$ cat src/rtl/apb_pkg.sv
// Shared types, constants and lane helpers for the alpha pixel blender.
// Used by apb_mul_stage, apb_div_stage and alpha_pixel_blend; no dependencies.
`timescale 1ns / 1ps

package apb_pkg;

  localparam int LANES     = 3;
  localparam int LANE_W    = 8;
  localparam int PIX_W     = 24;
  localparam int PROD_W    = 2 * LANE_W;
  localparam int SUM_W     = PROD_W + 1;

  localparam logic [LANE_W-1:0] FULL_ALPHA = 8'hFF;
  localparam logic [LANE_W-1:0] MASK5      = 8'h1F;
  localparam logic [LANE_W-1:0] MASK6      = 8'h3F;
  localparam logic [LANE_W-1:0] MASK8      = 8'hFF;

  typedef enum logic {
    FMT_RGB565 = 1'b0,
    FMT_RGB888 = 1'b1
  } fmt_t;

  typedef logic [LANE_W-1:0] lane_t;
  typedef lane_t             lanes_t [LANES];
  typedef logic [PROD_W-1:0] prod_t;
  typedef logic [SUM_W-1:0]  sum_t;

  // Control that travels with each pixel down the pipeline.
  typedef struct packed {
    logic valid;
    fmt_t fmt;
    logic we;
  } ctrl_t;

  // Split a packed pixel into three zero-extended color lanes.
  function automatic lanes_t unpack_pixel(logic [PIX_W-1:0] pix, fmt_t fmt);
    lanes_t l;
    if (fmt == FMT_RGB888) begin
      l[0] = pix[7:0];
      l[1] = pix[15:8];
      l[2] = pix[23:16];
    end else begin
      l[0] = {3'b000, pix[4:0]};
      l[1] = {2'b00, pix[10:5]};
      l[2] = {3'b000, pix[15:11]};
    end
    return l;
  endfunction

  // Reassemble three lanes into a packed pixel; unused high bits are zero.
  function automatic logic [PIX_W-1:0] pack_pixel(lanes_t l, fmt_t fmt);
    logic [PIX_W-1:0] p;
    if (fmt == FMT_RGB888) begin
      p = {l[2], l[1], l[0]};
    end else begin
      p = {8'h00, l[2][4:0], l[1][5:0], l[0][4:0]};
    end
    return p;
  endfunction

  // Largest legal value of a lane in the given format.
  function automatic lane_t lane_max(logic [1:0] idx, fmt_t fmt);
    lane_t m;
    if (fmt == FMT_RGB888) begin
      m = MASK8;
    end else if (idx == 2'd1) begin
      m = MASK6;
    end else begin
      m = MASK5;
    end
    return m;
  endfunction

endpackage

$ cat src/rtl/apb_mul_stage.sv
// Weighting stage: multiplies source lanes by alpha and frame lanes by 255-alpha.
// Depends on apb_pkg.
`timescale 1ns / 1ps

module apb_mul_stage
  import apb_pkg::*;
(
  input  logic   clk,
  input  logic   rst_n,
  input  ctrl_t  ctrl_in,
  input  lane_t  alpha,
  input  lanes_t src_lanes,
  input  lanes_t dst_lanes,
  output ctrl_t  ctrl_out,
  output prod_t  prod_s [LANES],
  output prod_t  prod_d [LANES]
);

  ctrl_t ctrl_r;
  prod_t prod_s_r [LANES];
  prod_t prod_d_r [LANES];
  lane_t inv_alpha;

  assign inv_alpha = FULL_ALPHA - alpha;

  // Only the valid bit is reset; the data fields simply follow the input.
  always_ff @(posedge clk) begin
    ctrl_r.fmt <= ctrl_in.fmt;
    ctrl_r.we  <= ctrl_in.we;
    for (int i = 0; i < LANES; i++) begin
      prod_s_r[i] <= src_lanes[i] * alpha;
      prod_d_r[i] <= dst_lanes[i] * inv_alpha;
    end
    if (!rst_n) begin
      ctrl_r.valid <= 1'b0;
    end else begin
      ctrl_r.valid <= ctrl_in.valid;
    end
  end

  assign ctrl_out = ctrl_r;
  assign prod_s   = prod_s_r;
  assign prod_d   = prod_d_r;

endmodule

$ cat src/rtl/apb_div_stage.sv
// Sum and divide-by-255 stages with the per-lane clamp.
// Depends on apb_pkg.
`timescale 1ns / 1ps

module apb_div_stage
  import apb_pkg::*;
(
  input  logic   clk,
  input  logic   rst_n,
  input  ctrl_t  ctrl_in,
  input  prod_t  prod_s [LANES],
  input  prod_t  prod_d [LANES],
  output ctrl_t  ctrl_out,
  output lanes_t quot
);

  ctrl_t  ctrl_sum_r;
  ctrl_t  ctrl_quot_r;
  sum_t   sum_r [LANES];
  lanes_t quot_r;
  lanes_t quot_nxt;

  // Only the valid bits are reset; the data fields simply follow the input.
  always_ff @(posedge clk) begin
    ctrl_sum_r.fmt  <= ctrl_in.fmt;
    ctrl_sum_r.we   <= ctrl_in.we;
    ctrl_quot_r.fmt <= ctrl_sum_r.fmt;
    ctrl_quot_r.we  <= ctrl_sum_r.we;
    for (int i = 0; i < LANES; i++) begin
      sum_r[i] <= {1'b0, prod_s[i]} + {1'b0, prod_d[i]};
    end
    quot_r <= quot_nxt;
    if (!rst_n) begin
      ctrl_sum_r.valid  <= 1'b0;
      ctrl_quot_r.valid <= 1'b0;
    end else begin
      ctrl_sum_r.valid  <= ctrl_in.valid;
      ctrl_quot_r.valid <= ctrl_sum_r.valid;
    end
  end

  // x/255 is (x + (x >> 8) + 1) >> 8 for every x up to 255*255.
  always_comb begin
    sum_t t;
    logic [SUM_W-LANE_W-1:0] q;
    lane_t mx;
    for (int i = 0; i < LANES; i++) begin
      t  = sum_r[i] + (sum_r[i] >> LANE_W) + SUM_W'(1);
      q  = t[SUM_W-1:LANE_W];
      mx = lane_max(2'(i), ctrl_sum_r.fmt);
      if (q > {1'b0, mx}) begin
        quot_nxt[i] = mx;
      end else begin
        quot_nxt[i] = q[LANE_W-1:0];
      end
    end
  end

  assign ctrl_out = ctrl_quot_r;
  assign quot     = quot_r;

endmodule

$ cat src/rtl/alpha_pixel_blend.sv
// Top level of the alpha pixel blender: input register, pipeline and output register.
// Depends on apb_pkg, apb_mul_stage and apb_div_stage.
`timescale 1ns / 1ps

// The blender takes one pixel transfer in every clock cycle and returns the
// result of each start transfer on out_valid for one cycle. The receiver
// cannot stall the result, so busy is always low and the pipeline never
// holds. The register stages are input capture, the 8x8 weighting
// multipliers, the lane sum, the reciprocal divide by 255 with its clamp,
// and the output register. The pixel format is captured with each pixel
// when it enters, so it should be written only while no pixel is in flight.
// Each color field is blended as
// (src*alpha + dst*(255-alpha))/255; with alpha 255 that equals the source and
// with alpha 0 it equals the frame pixel, so both end cases fall out of the
// common path, and only the write flag depends on alpha being zero.
module alpha_pixel_blend
  import apb_pkg::*;
(
  input  logic             clk,
  input  logic             rst_n,
  input  logic             start,
  output logic             busy,
  input  logic [7:0]       in_alpha,
  input  logic [PIX_W-1:0] in_source_pixel,
  input  logic [PIX_W-1:0] in_frame_pixel,
  input  logic             cfg_we,
  input  logic             cfg_wdata,
  output logic             out_valid,
  output logic             out_write_enable,
  output logic [PIX_W-1:0] out_blended_pixel
);

  // Pixel format register.
  fmt_t fmt_r;

  // Input capture stage.
  ctrl_t  in_ctrl_r;
  lane_t  alpha_r;
  lanes_t src_r;
  lanes_t dst_r;

  ctrl_t  mul_ctrl;
  prod_t  prod_s [LANES];
  prod_t  prod_d [LANES];
  ctrl_t  div_ctrl;
  lanes_t quot;

  // Output register.
  logic             out_valid_r;
  logic             out_we_r;
  logic [PIX_W-1:0] out_pix_r;

  // Nothing downstream can push back, so every start is taken.
  assign busy = 1'b0;

  always_ff @(posedge clk) begin
    if (!rst_n) begin
      fmt_r <= FMT_RGB565;
    end else if (cfg_we) begin
      fmt_r <= fmt_t'(cfg_wdata);
    end
  end

  // The lanes are masked to the format on capture; bits 23:16 are dropped in 565 mode.
  // Only the valid bit is reset.
  always_ff @(posedge clk) begin
    in_ctrl_r.fmt <= fmt_r;
    in_ctrl_r.we  <= (in_alpha != 8'h00);
    alpha_r       <= in_alpha;
    src_r         <= unpack_pixel(in_source_pixel, fmt_r);
    dst_r         <= unpack_pixel(in_frame_pixel, fmt_r);
    if (!rst_n) begin
      in_ctrl_r.valid <= 1'b0;
    end else begin
      in_ctrl_r.valid <= start && !busy;
    end
  end

  apb_mul_stage u_mul (
    .clk       (clk),
    .rst_n     (rst_n),
    .ctrl_in   (in_ctrl_r),
    .alpha     (alpha_r),
    .src_lanes (src_r),
    .dst_lanes (dst_r),
    .ctrl_out  (mul_ctrl),
    .prod_s    (prod_s),
    .prod_d    (prod_d)
  );

  apb_div_stage u_div (
    .clk      (clk),
    .rst_n    (rst_n),
    .ctrl_in  (mul_ctrl),
    .prod_s   (prod_s),
    .prod_d   (prod_d),
    .ctrl_out (div_ctrl),
    .quot     (quot)
  );

  always_ff @(posedge clk) begin
    if (!rst_n) begin
      out_valid_r <= 1'b0;
    end else begin
      out_valid_r <= div_ctrl.valid;
    end
  end

  always_ff @(posedge clk) begin
    out_we_r  <= div_ctrl.we;
    out_pix_r <= pack_pixel(quot, div_ctrl.fmt);
  end

  assign out_valid         = out_valid_r;
  assign out_write_enable  = out_we_r;
  assign out_blended_pixel = out_pix_r;

endmodule
$ cat config.mk
export PLATFORM = sky130hd
export DESIGN_NAME = alpha_pixel_blend
export DESIGN_NICKNAME = d
export VERILOG_FILES = /design/src/rtl/apb_pkg.sv /design/src/rtl/apb_mul_stage.sv /design/src/rtl/apb_div_stage.sv /design/src/rtl/alpha_pixel_blend.sv
export SDC_FILE = /design/constraint.sdc
export NUM_CORES = 1
export LEC_CHECK = 0
export BUFFER_PORTS_ARGS = -buffer_cell sky130_fd_sc_hd__buf_2
export CORE_MARGIN = 1
export CORE_UTILIZATION = 65
export DETAILED_ROUTE_END_ITERATION = 8
export PLACE_DENSITY = 0.83
export SLEW_MARGIN = 10
export SYNTH_ARGS = -nofsm -noshare
export SYNTH_HDL_FRONTEND = slang
export SYNTH_SLANG_ARGS = --single-unit
$ cat constraint.sdc
create_clock -name clk -period 13.4 [get_ports clk]
set_input_delay 2.01 -clock clk [delete_from_list [all_inputs] [get_ports clk]]
set_output_delay 2.01 -clock clk [all_outputs]
set_load 0.01 [all_outputs]
-- After elaboration in Yosys (flattened, before gate mapping)
Memories as Yosys holds them, arrays and structs flattened.
Index checks and enable logic that the tools add are counted.
- magnitude comparators: 3
- equality and inequality tests: 0
- add/sub/neg operators: 10
- shift operators: 0
- reduce and logical (&&, ||, !) cells: 1
- divide/modulo/power cells: 0
- multipliers: 6
- bitwise gates (word level): 0
- multiplexer cells: 8
- operator list (operator ; count):
    multiplier 8 x 8 -> 16 bit ; 6
    adder 16 x 16 -> 17 bit ; 3
    adder 17 x 1 -> 17 bit, second input constant ; 3
    adder 17 x 9 -> 17 bit ; 3
    two-way mux 8 bit ; 5
    two-way mux 14 bit ; 2
    > comparator 9 x 8 -> 1 bit ; 3
    two-way mux 16 bit ; 1
    nonzero test 8 bit ; 1
    subtractor 8 bit, first input constant ; 1
- input bits: 61
- bits in latches: 0
- logic and storage cells: 68
- memories kept: 1
- output and inout bits: 27
- memory bits (read-only): 0
- bits in writable memories: 51
- bits in registers: 215
- memories (name ; depth ; width ; rd ports ; clocked after Yosys merged registers in ; wr ports ; RTL line ; text):
    u_div.sum_r ; 3 ; 17 ; 3 ; 0 ; 3 ; apb_div_stage.sv:19 ; sum_t sum_r [LANES];

-- Depth between registers and ports, before layout
Gate-level depths: netlist (run 1).
An unclocked memory read counts as a cell.
- word-level depth: 5
- mapped depth: 19
- gate-level depth less buffers: 17

-- Hierarchy
A second synthesis (run 1) with hierarchy kept.
- cells, all modules: 2362
- area, all modules: 22651.7 µm²
- by module, submodules not included (module ; cells each ; area each (µm²) ; instances ; seq. area each (µm²)):
    apb_mul_stage ; 1662 ; 15179.6 ; 1 ; 1981.9
    apb_div_stage ; 542 ; 5113.7 ; 1 ; 1621.6
    alpha_pixel_blend ; 158 ; 2358.5 ; 1 ; 1721.7

-- Worst setup path after synthesis (run 1)
Ideal clock, no wire load.
- path kind: reg-to-reg
- start: reg alpha_r[4]
- end: reg u_mul.prod_d_r, in the netlist u_mul.prod_d[31]
- path buffers: 2
- stages on the path, launching flop included: 18
- setup slack: 8982 ps
- period minus slack after synthesis: 4418 ps
- required time: 13279 ps
- data arrival time: 4298 ps
- setup time: 121 ps
- cells stage by stage: dfxtp_1 clkbuf_1 clkbuf_1 nor2b_1 fa_1 fa_1 inv_1 fa_1 fa_1 inv_1 ha_1 o21a_1 o21ai_0 nand2b_1 a31o_2 a41o_1 o21ba_2 xnor2_1
- longest elaborated chain between the ends: 2
- ends and longest elaborated chain (item ; RTL line ; text):
    start: declaration ; alpha_pixel_blend.sv:38 ; lane_t alpha_r;
    start signal: assignment ; alpha_pixel_blend.sv:69 ; alpha_r <= in_alpha;
    subtractor 8 bit ; apb_mul_stage.sv:24 ; assign inv_alpha = FULL_ALPHA - alpha;
    multiplier 8 x 8 -> 16 bit ; apb_mul_stage.sv:32 ; prod_d_r[i] <= dst_lanes[i] * inv_alpha;
    end signal: indexed assignment ; apb_mul_stage.sv:32 ;
    end: declaration ; apb_mul_stage.sv:21 ; prod_t prod_d_r [LANES];
Every way passes these cells.
A chain may end at the register's enable or synchronous reset.

-- Worst setup path after layout (run 1)
- start: reg alpha_r[2]
- end: reg u_mul.prod_s_r, in the netlist u_mul.prod_s[15]
- longest elaborated chain between the ends: 1
- ends and longest elaborated chain (item ; RTL line ; text):
    multiplier 8 x 8 -> 16 bit ; apb_mul_stage.sv:31 ; prod_s_r[i] <= src_lanes[i] * alpha;
    end signal: indexed assignment ; apb_mul_stage.sv:31 ;
    end: declaration ; apb_mul_stage.sv:20 ; prod_t prod_s_r [LANES];
Every way passes these cells.

==> summary.md, run 1 <==
| Metric | Value |
|---|---|
| Worst reg2reg path startpoint | `alpha_r[2]` |
| Row cnt | `66` |
| Initial drt markers | `727` |
| Antenna diode count | `0` |
| Post-Synthesis Cells | `2,264` |
| R2R cell count | `16` |
| Top FF cell, synth | `dfxtp_1` |
| Sw power | `1.59 mW` |
| Post-Route WL | `45,300 um` |
| Yosys warns | `0` |
| CP arrival | `5.32 ns` |
| Post-synthesis adder-cell area fraction | `36.8%` |
| Cell at the slowest stage of the critical path | `fa_1` |
| Max transition margin | `43.6%` |
| Max stage delay on crit path | `0.54 ns` |
| Max cap viols | `0` |
| TNS Setup | `0 ns` |
| I/O pin total | `88` |
| Worst-margin pin slew | `0.846 ns` |
| Fin crit period | `4.85 ns` |
| Fillers | `2,383` |
| CTS Sinks | `266` |
| First-pass GRT wire length | `75,600 um` |
| Gr ovfl total | `0` |
| Number of global-route vias before repair | `16,249` |
| Setup Buffers After CTS | `0` |
| DRC | `0` |
| Post-DP Area | `22,800 sq um` |
| Post-DP HPWL | `34,400 um` |
| Root Buffer | `clkbuf_16` |
| Dominant cells by area after synthesis | `dfxtp_1 24%, fa_1 20%, ha_1 17%` |
| RD Place Congestion | `0.877` |
| Final Max Tran Viols | `0` |
| Synthesized Nets | `2,840` |
| Place WS | `8.64 ns` |
| Clock Path Buffers | `3` |
| Avg WL per Cell | `16.1 um` |
| Routed met3 length | `1820 um` |
| Peak Freq | `206 MHz` |
| Worst flop-to-flop path endpoint | `u_mul.prod_s[15]` |
| Yosys reg bits | `266` |
| Asr flop ratio synth | `0%` |
| Largest family of logic cells by synthesized area | `adder cells` |
| Synth Area in Compound Gates | `8.50%` |
| Die Area | `34,600 sq um` |
| R2R Setup Slk | `8.55 ns` |
| Nets | `2,915` |
| Top Layer Used | `met4` |
| Unrepaired setup endpoints after global routing | `no` |
| Leak | `11.9 nW` |
| Die width | `186 um` |
| Hold_sp | `in_ctrl_r[1]` |
| Final hold violation count | `0` |
| Worst setup margin | `8.55 ns` |
| Tightest Hold Check Type | `reg -> reg` |
| Worst path bufs/invs | `4` |
| Post-synth EDFFs | `0` |
| Initial Util | `66.9%` |
| Share of synthesized area spent on multiplexers | `1.88%` |
| CP Capture Type | `flop` |
| Status | `completed` |
| TritonRoute pass-1 iters | `5` |
| Routed met2 length | `22,600 um` |
| Most used cell, CP | `fa_1` |
| Comb power frac | `49.3%` |
| # hold bufs at CTS | `0` |
| Setup Viol. Count Final | `0` |
| Layout cells sized above 1 | `8.97%` |
| Top-area cell type share of the netlist area | `24.2%` |
| Clk pwr share | `20.9%` |
| CORE AREA | `32,900 sq um` |
| Seq pwr share | `29.8%` |
| Pwr Density | `172 nW/um^2` |
| Total CTS buffers | `30` |
| Worst endpoint required time | `13.87 ns` |
| Initial antenna violation count | `0` |
| Critical path launch point | `alpha_r[2]` |
| PostCTS Resize Cnt | `0` |
| Syn Std Cell Area | `22,000 sq um` |
| Cell Int Power | `2.52 mW` |
| Largest net degree at the start of global routing | `49` |
| Most common cell in the netlist | `inv_1` |
| CTS H-tree lvls | `1` |
| Post-Layout Inst Area | `23,900 sq um` |
| Total track usage | `27.4%` |
| Post-synth top cells | `329 x inv_1, 296 x ha_1, 266 x dfxtp_1` |
| DRT met1 WL | `19,700 um` |
| Clock slew at reported path FFs | `0.07 ns` |
| CP Cell Sequence | `buf_4 -> nand2_1 -> fa_1 -> fa_1 -> inv_1 -> fa_1 -> inv_1 -> fa_1 -> inv_1 -> ha_1 -> o21ai_0 -> nand2b_1 -> a31oi_1 -> o21ai_0 -> o41ai_1 -> xnor2_1` |
| Placed cells | `2,749` |
| Simple-gate area share of the yosys netlist | `16.9%` |
| Period Utilization, post-route | `36.2%` |
| Crit Path Category | `reg -> reg` |
| Worst clock skew | `0.0192 ns` |
| Routed Antenna Nets | `0` |
| Max VDD drop | `0.128 mV` |
| Worst hold stages | `0` |
| Port Buffers | `86` |
| Post-Syn Area per Cell | `9.71 sq um` |
| Layout Cells excl Fill | `2,805` |
| Hold path endpoint | `u_mul.ctrl_out[1]` |
| Vias/cell | `5.52` |
| Sequential element share of the synthesized area | `24.2%` |
| Area growth, synth to finish | `8.69%` |
| Synth cell types | `63` |
| Sw frac | `38.7%` |
| Die height | `186 um` |
| Cell taking the most area after synthesis | `dfxtp_1` |
| Tot Pwr | `4.10 mW` |
| Critical Path Start Type | `flop` |
| Xor and xnor fraction of the mapped netlist area | `5.18%` |
| Total number of vias | `15,489` |
| Worst-path fanout max | `40` |
| Clock Latency Late Sink | `0.56 ns` |
| Crit path max-delay family | `adder cells` |
| CTS tree | `yes` |
==> how the worst max path moves through the flow <==
stage                                   to  depth (start not counted)
after floorplan           u_mul.prod_d[31]                         17
after global placement    u_mul.prod_s[31]                         16
after detailed placement  u_mul.prod_d[47]                         16
after CTS                 u_mul.prod_s[47]                         16
after global routing      u_mul.prod_s[45]                         16
final                     u_mul.prod_s[15]                         16
==> layer usage <==
layer  vias to the layer above  global-route usage (%)
met1                      7626                    33.6
met5                         -                       0
met4                         0                    8.36
met2                       335                    50.1
li1                       7440                       -
met3                        88                    3.23
==> layout make-up <==
| cell class | instances | area [sq um] | share of cell area, % |
|---|---|---|---|
| clock inverters | 17 | 196 | 0.822 |
| multi-input cells | 1618 | 15200 | 63.7 |
| inverters | 329 | 1230 | 5.17 |
| repair buffers | 94 | 490 | 2.05 |
| clock buffers | 39 | 866 | 3.62 |
| flip-flops and latches | 266 | 5330 | 22.3 |
| well taps | 442 | 553 | 2.31 |
==> placed cells by master (no fill, tap or decap), drive strengths merged, types with 5 or more instances in the layout <==
cell type  instances
clkbuf            39
buf               94
nand2             93
o211ai            12
a41o               5
nor2              57
o21ai             36
nand3             26
xnor2            104
or2                9
a21o              24
inv              330
fa               219
a21boi             5
ha               296
or3                7
a21oi             84
dfxtp            266
nand2b            47
o21bai             8
clkinv             9
xor2              26
mux2              35
o21a              32
a211oi            10
nor3              18
nor2b            182
and2             196
a31o               8
a31oi             10
and3              14
a41oi              5
==> registers in the layout, summed over array words and instances, names as in the netlist, 8 cells and up <==
name / cells
u_mul.prod_s: 48
dst_r: 24
alpha_r: 8
u_mul.prod_d: 48
u_div.quot: 24
out_blended_pixel: 24
u_div.sum_r: 51
src_r: 24
==> power by group through the flow <==
stage	sequential, mW	clock (mW)	combinational, mW
after floorplan	1.17	0	1.59
after global placement	1.23	0	1.91
after detailed placement	1.24	0	1.99
after CTS	1.22	0.870	2.02
after global routing	1.25	0.905	2.29
final	1.22	0.858	2.02
==> stage by stage <==
| step | utilization (%) | hold slack, ns |
|---|---|---|
| after floorplan | - | 0.310 |
| after global placement | 69.5 | 0.311 |
| after detailed placement | 69.5 | 0.312 |
| after CTS | 72.7 | 0.306 |
| after global routing | 72.7 | 0.313 |
| final | 72.7 | 0.315 |
==> kinds of logic after synthesis <==
logic type                 Yosys count
and+or+nand+nor                    660
adders and majority gates          515
buffers and inverters              380
AOI/OAI and AO/OA                  275
DFF                                266
xor gates and xnor gates           130
muxes                               37
other                                1
Note: power is estimated with default switching activity, not from simulation.
==> run 2: changes to the inputs <==
--- a/config.mk
+++ b/config.mk
@@ -7,9 +7,9 @@
 export LEC_CHECK = 0
 export BUFFER_PORTS_ARGS = -buffer_cell sky130_fd_sc_hd__buf_2
 export CORE_MARGIN = 1
-export CORE_UTILIZATION = 65
+export CORE_UTILIZATION = 64
 export DETAILED_ROUTE_END_ITERATION = 8
-export PLACE_DENSITY = 0.83
+export PLACE_DENSITY = 0.82
 export SLEW_MARGIN = 10
 export SYNTH_ARGS = -nofsm -noshare
 export SYNTH_HDL_FRONTEND = slang
==> constraint.sdc (replaced) <==
create_clock -name clk -period 4.8 [get_ports clk]
set_input_delay 0.72 -clock clk [delete_from_list [all_inputs] [get_ports clk]]
set_output_delay 0.72 -clock clk [all_outputs]
set_load 0.01 [all_outputs]
==> run 2 against run 1 <==
  * Hold slack worse by 0.046 ns
  * Clock skew is 0.0014 ns higher
  * Sequential cell count stayed put
  * Global-route usage is 1.3 points lower
==> summary.md, run 2 (same netlist as run 1, synthesis figures left out) <==
| Metric | Value |
|---|---|
| Area growth, synth to finish | `9.18%` |
| Total number of vias | `15,458` |
| Max reg flops | `51` |
| Most used cell, CP | `fa_1` |
| Worst clock skew | `0.0206 ns` |
| Routed Antenna Nets | `0` |
| Gr ovfl total | `0` |
| Critical Path Start Type | `flop` |
| # hold bufs at CTS | `0` |
| Port Buffers | `86` |
| Clock Path Buffers | `3` |
| RD Place Congestion | `0.853` |
| Post-Layout Inst Area | `24,000 sq um` |
| Die width | `187 um` |
| Vias/cell | `5.50` |
| Initial antenna violation count | `0` |
| Clock Latency Late Sink | `0.55 ns` |
| Period Utilization, post-route | `91.9%` |
| TritonRoute pass-1 iters | `5` |
| Sw power | `4.37 mW` |
| Tightest Hold Check Type | `in -> reg` |
| CORE AREA | `33,700 sq um` |
| Sw frac | `38.2%` |
| Initial Util | `65.2%` |
| Seq pwr share | `29.9%` |
| Setup Viol. Count Final | `0` |
| Clock slew at reported path FFs | `0.06 ns` |
| Total CTS buffers | `28` |
| Cell Int Power | `7.06 mW` |
| CP Capture Type | `flop` |
| I/O pin total | `88` |
| Worst-path fanout max | `40` |
| CTS tree | `yes` |
| Worst setup margin | `0.389 ns` |
| Post-DP Area | `23,000 sq um` |
| Post-DP HPWL | `34,400 um` |
| Row cnt | `67` |
| Comb power frac | `49.4%` |
| Antenna diode count | `0` |
| Max stage delay on crit path | `0.49 ns` |
| Worst-margin pin slew | `0.878 ns` |
| Total track usage | `26.1%` |
| Most flops, register | `u_div.sum_r` |
| CP Cell Sequence | `buf_12 -> and2_1 -> fa_1 -> fa_1 -> inv_1 -> fa_1 -> fa_1 -> inv_1 -> ha_1 -> o21a_1 -> o21ai_0 -> nand2b_1 -> a31o_2 -> a41o_1 -> o21ba_2 -> xnor2_1` |
| Die height | `187 um` |
| Final hold violation count | `0` |
| Die Area | `35,100 sq um` |
| Max transition margin | `41.5%` |
| Leak | `12.0 nW` |
| Largest net degree at the start of global routing | `49` |
| Place WS | `0.433 ns` |
| Peak Freq | `227 MHz` |
| Commonest non-fill, non-tap cells in the layout | `329 x inv_1, 296 x ha_1, 265 x dfxtp_1` |
| PostCTS Resize Cnt | `0` |
| Max VDD drop | `0.353 mV` |
| First-pass GRT wire length | `75,200 um` |
| Max cap viols | `0` |
| Number of global-route vias before repair | `16,098` |
| Nets | `2,917` |
| TNS Setup | `0 ns` |
| Commonest non-fill, non-tap cell in the layout | `inv_1` |
| Clk pwr share | `20.7%` |
| DRC | `0` |
| Pwr Density | `476 nW/um^2` |
| Post-Route WL | `44,500 um` |
| Worst endpoint required time | `5.24 ns` |
| CTS H-tree lvls | `1` |
| Fin crit period | `4.41 ns` |
| Layout cells sized above 1 | `8.93%` |
| Avg WL per Cell | `15.8 um` |
| Cell at the slowest stage of the critical path | `fa_1` |
| Root Buffer | `clkbuf_16` |
| Status | `completed` |
| Setup Buffers After CTS | `0` |
| Initial drt markers | `852` |
| Crit Path Category | `reg -> reg` |
| Unrepaired setup endpoints after global routing | `no` |
| CTS Sinks | `266` |
| Final Max Tran Viols | `0` |
| CP arrival | `4.85 ns` |
run 2: cell type report:
class                      count  area, sq um
clock buffer                  37          806
clock inverter                15          225
fill                        2466         9700
inverter                     329         1230
multi-input combinational   1618        15200
sequential                   266         5330
tap                          448          561
timing repair buffer          98          621
run 2: stage by stage:
stage | hold WS [ns] | power [mW] | util, % | std cells
global placement | 0.310 | 8.80 | 68.2 | 2759
detailed placement | 0.312 | 9.04 | 68.2 | 2759
finish | 0.269 | 11.4 | 71.2 | 2811
global route | 0.255 | 12.4 | 71.2 | 2811
CTS | 0.249 | 11.5 | 71.2 | 2811
floorplan | 0.310 | 7.71 | - | 2264
run 2: worst paths after layout:
kind / startpoint / end / slack, ns / cells past startpoint
max: alpha_r[2] / u_mul.prod_s[31] / 0.39 / 16
min: in_source_pixel[3] / src_r[19] / 0.27 / 1
max reg2reg: alpha_r[2] / u_mul.prod_s[31] / 0.39 / 16
min reg2reg: u_mul.ctrl_out[1] / u_div.ctrl_sum_r[1] / 0.32 / 0
run 2: layer usage:
layer | up-vias | wire [um] | global-route usage [%]
met4 | 0 | 1340 | 8.54
met1 | 7555 | 18800 | 32.3
met5 | - | 0 | 0
met3 | 92 | 2110 | 2.89
met2 | 362 | 22300 | 47.5
li1 | 7449 | - | -
run 2: critical path: cells and delay by family, from the launching register on:
kind	cells	cell delay [ns]
compound gates	5	1.00
xor+xnor	1	0.12
fa+ha+maj	5	2.22
buf+inv	3	0.27
flops	1	0.33
simple gates	2	0.31
run 2: power groups by stage:
stage | registers [mW] | clock network (mW) | logic (mW)
2_1_floorplan | 3.28 | 0 | 4.43
3_5_place_dp | 3.45 | 0 | 5.59
6_report | 3.41 | 2.36 | 5.65
3_3_place_gp | 3.43 | 0 | 5.37
5_1_grt | 3.47 | 2.50 | 6.39
4_1_cts | 3.41 | 2.40 | 5.67
==> run 3: changes to the inputs <==
--- a/config.mk
+++ b/config.mk
@@ -7,9 +7,8 @@
 export LEC_CHECK = 0
 export BUFFER_PORTS_ARGS = -buffer_cell sky130_fd_sc_hd__buf_2
 export CORE_MARGIN = 1
-export CORE_UTILIZATION = 64
+export CORE_UTILIZATION = 40
 export DETAILED_ROUTE_END_ITERATION = 8
-export PLACE_DENSITY = 0.82
 export SLEW_MARGIN = 10
 export SYNTH_ARGS = -nofsm -noshare
 export SYNTH_HDL_FRONTEND = slang
==> run 3 against run 2 <==
  * Final cell count increased by 9.0%
  * Routed wire length up 5.4%
  * Sequential share of layout area down 0.35 points
  * Hold slack improved by 0.0022 ns
  * Register-to-register slack improved by 0.03 ns
  * Setup slack improved by 0.034 ns
  * Largest cell class unchanged
  * Largest power group unchanged
==> summary.md, run 3 (same netlist as run 1, synthesis figures left out) <==
| Metric | Value |
|---|---|
| Final Max Tran Viols | `0` |
| Clock Latency Late Sink | `0.55 ns` |
| DRC | `0` |
| Placed cells | `3,005` |
| Clock Path Buffers | `3` |
| Vias/cell | `4.91` |
| Total number of vias | `15,058` |
| CORE AREA | `54,000 sq um` |
| Sw frac | `38.4%` |
| R2R cell count | `16` |
| Initial drt markers | `492` |
| TritonRoute pass-1 iters | `5` |
| PostCTS Resize Cnt | `0` |
| Die width | `236 um` |
| Worst reg2reg path startpoint | `alpha_r[2]` |
| Final hold violation count | `0` |
| Max reg flops | `51` |
| Clk pwr share | `22.1%` |
| Hold slack final | `0.272 ns` |
| Layout cells sized above 1 | `9.12%` |
| Nets | `2,921` |
| Worst hold stages | `1` |
| Setup Buffers After CTS | `0` |
| CP arrival | `4.85 ns` |
| Tightest Hold Check Type | `in -> reg` |
| Total track usage | `17.7%` |
| Status | `completed` |
| Leak | `12.0 nW` |
| Die height | `236 um` |
| Pwr Density | `474 nW/um^2` |
| Post-DP Area | `23,300 sq um` |
| CTS H-tree lvls | `2` |
| Comb power frac | `48.5%` |
| Worst flop-to-flop path endpoint | `u_mul.prod_s[15]` |
| # hold bufs at CTS | `0` |
| Worst-path fanout max | `48` |
| CP endpoint | `u_mul.prod_s[15]` |
| Avg WL per Cell | `15.3 um` |
| CTS Sinks | `266` |
| Most flops, register | `u_div.sum_r` |
| Post-DP HPWL | `36,100 um` |
| Routed Antenna Nets | `0` |
| Unrepaired setup endpoints after global routing | `no` |
| Total CTS buffers | `34` |
| Seq pwr share | `29.4%` |
| CTS tree | `yes` |
| CP Capture Type | `flop` |
| Max transition margin | `42.6%` |
| Place WS | `0.441 ns` |
| Max cap viols | `0` |
| RD Place Congestion | `0.785` |
| Critical path launch point | `alpha_r[2]` |
| Period Utilization, post-route | `91.2%` |
| Commonest non-fill, non-tap cells in the layout | `329 x inv_1, 296 x ha_1, 265 x dfxtp_1` |
| First-pass GRT wire length | `79,700 um` |
| Fin crit period | `4.38 ns` |
| Initial Util | `40.7%` |
| Port Buffers | `86` |
| Gr ovfl total | `0` |
| Initial antenna violation count | `1` |
| Worst clock skew | `0.0284 ns` |
| Setup Viol. Count Final | `0` |
| Post-Route WL | `46,900 um` |
| Peak Freq | `228 MHz` |
| Worst-margin pin slew | `0.861 ns` |
| Sw power | `4.43 mW` |
| Largest net degree at the start of global routing | `49` |
| I/O pin total | `88` |
| R2R Setup Slk | `0.42 ns` |
| Critical Path Start Type | `flop` |
| TNS Setup | `0 ns` |
| Fillers | `5,247` |
| Crit Path Category | `reg -> reg` |
| Layout Cells excl Fill | `3,065` |
| Worst endpoint required time | `5.27 ns` |
| Post-Layout Inst Area | `24,400 sq um` |
| Worst setup margin | `0.422 ns` |
| Number of global-route vias before repair | `16,102` |
| Cell Int Power | `7.11 mW` |
| Row cnt | `85` |
| Die Area | `55,900 sq um` |
| Area growth, synth to finish | `10.9%` |
| Clock slew at reported path FFs | `0.06 ns` |
| Max VDD drop | `0.257 mV` |
| Root Buffer | `clkbuf_16` |
| Commonest non-fill, non-tap cell in the layout | `inv_1` |
run 3: cell count changes in the layout (fill, tap and decap cells not counted), sizes merged, moves of 2 or more:
| cell | previous run | this run |
|---|---|---|
| bufinv | 5 | 3 |
| inv | 330 | 334 |
| buf | 98 | 96 |
| clkinvlp | 4 | 0 |
| clkinv | 5 | 10 |
| clkbuf | 37 | 41 |
run 3: power groups by stage:
stage / Sequential [mW] / Combinational [mW] / Clock [mW]
final: 3.40 / 5.60 / 2.55
after global routing: 3.48 / 6.45 / 2.72
after CTS: 3.42 / 5.68 / 2.64
after detailed placement: 3.46 / 5.63 / 0
after global placement: 3.46 / 5.53 / 0
after floorplan: 3.28 / 4.43 / 0
run 3: cell type report:
type / count / area, sq um / share of cell area (%)
antenna: 1 / 2.50 / 0.0103
clock buffer: 41 / 907 / 3.72
clock inverter: 18 / 199 / 0.816
inverter: 329 / 1230 / 5.07
multi-input combinational: 1618 / 15200 / 62.5
sequential: 266 / 5330 / 21.8
tap: 696 / 871 / 3.57
timing repair buffer: 96 / 606 / 2.48
run 3: critical path: stages (launching register included):
cell and delay (ns):
dfxtp_1 0.35, buf_12 0.26, nand2_1 0.13, fa_1 0.53
fa_1 0.54, inv_1 0.05, fa_1 0.48, inv_1 0.05
fa_1 0.48, inv_1 0.04, ha_1 0.32, o21ai_0 0.09
nand2b_1 0.09, a31oi_1 0.22, o21ai_0 0.16, o41ai_1 0.33
xnor2_1 0.16
run 3: routing by layer:
metal / vias up / track usage (%) / share of wire (%)
li1: 7454 / - / -
met1: 7353 / 22.2 / 45
met2: 184 / 31.4 / 49
met3: 67 / 2.50 / 3.5
met4: 0 / 5.18 / 2.6
met5: - / 0 / 0
run 3: worst min-delay path by stage:
| stage | to | slack, ns | start |
|---|---|---|---|
| floorplan | out_blended_pixel[0] | 0.31 | u_div.quot[16] |
| finish | src_r[16] | 0.27 | in_source_pixel[0] |
| global route | src_r[18] | 0.24 | in_source_pixel[2] |
| CTS | src_r[16] | 0.23 | in_source_pixel[0] |
| detailed placement | out_blended_pixel[4] | 0.31 | u_div.quot[20] |
| global placement | u_mul.ctrl_out[1] | 0.31 | in_ctrl_r[1] |
run 3: per-stage QoR:
| stage | total power, mW | util (%) |
|---|---|---|
| 5_1_grt | 12.6 | 45.1 |
| 3_5_place_dp | 9.09 | 43.1 |
| 6_report | 11.5 | 45.1 |
| 2_1_floorplan | 7.71 | - |
| 4_1_cts | 11.7 | 45.1 |
| 3_3_place_gp | 8.98 | 43.1 |
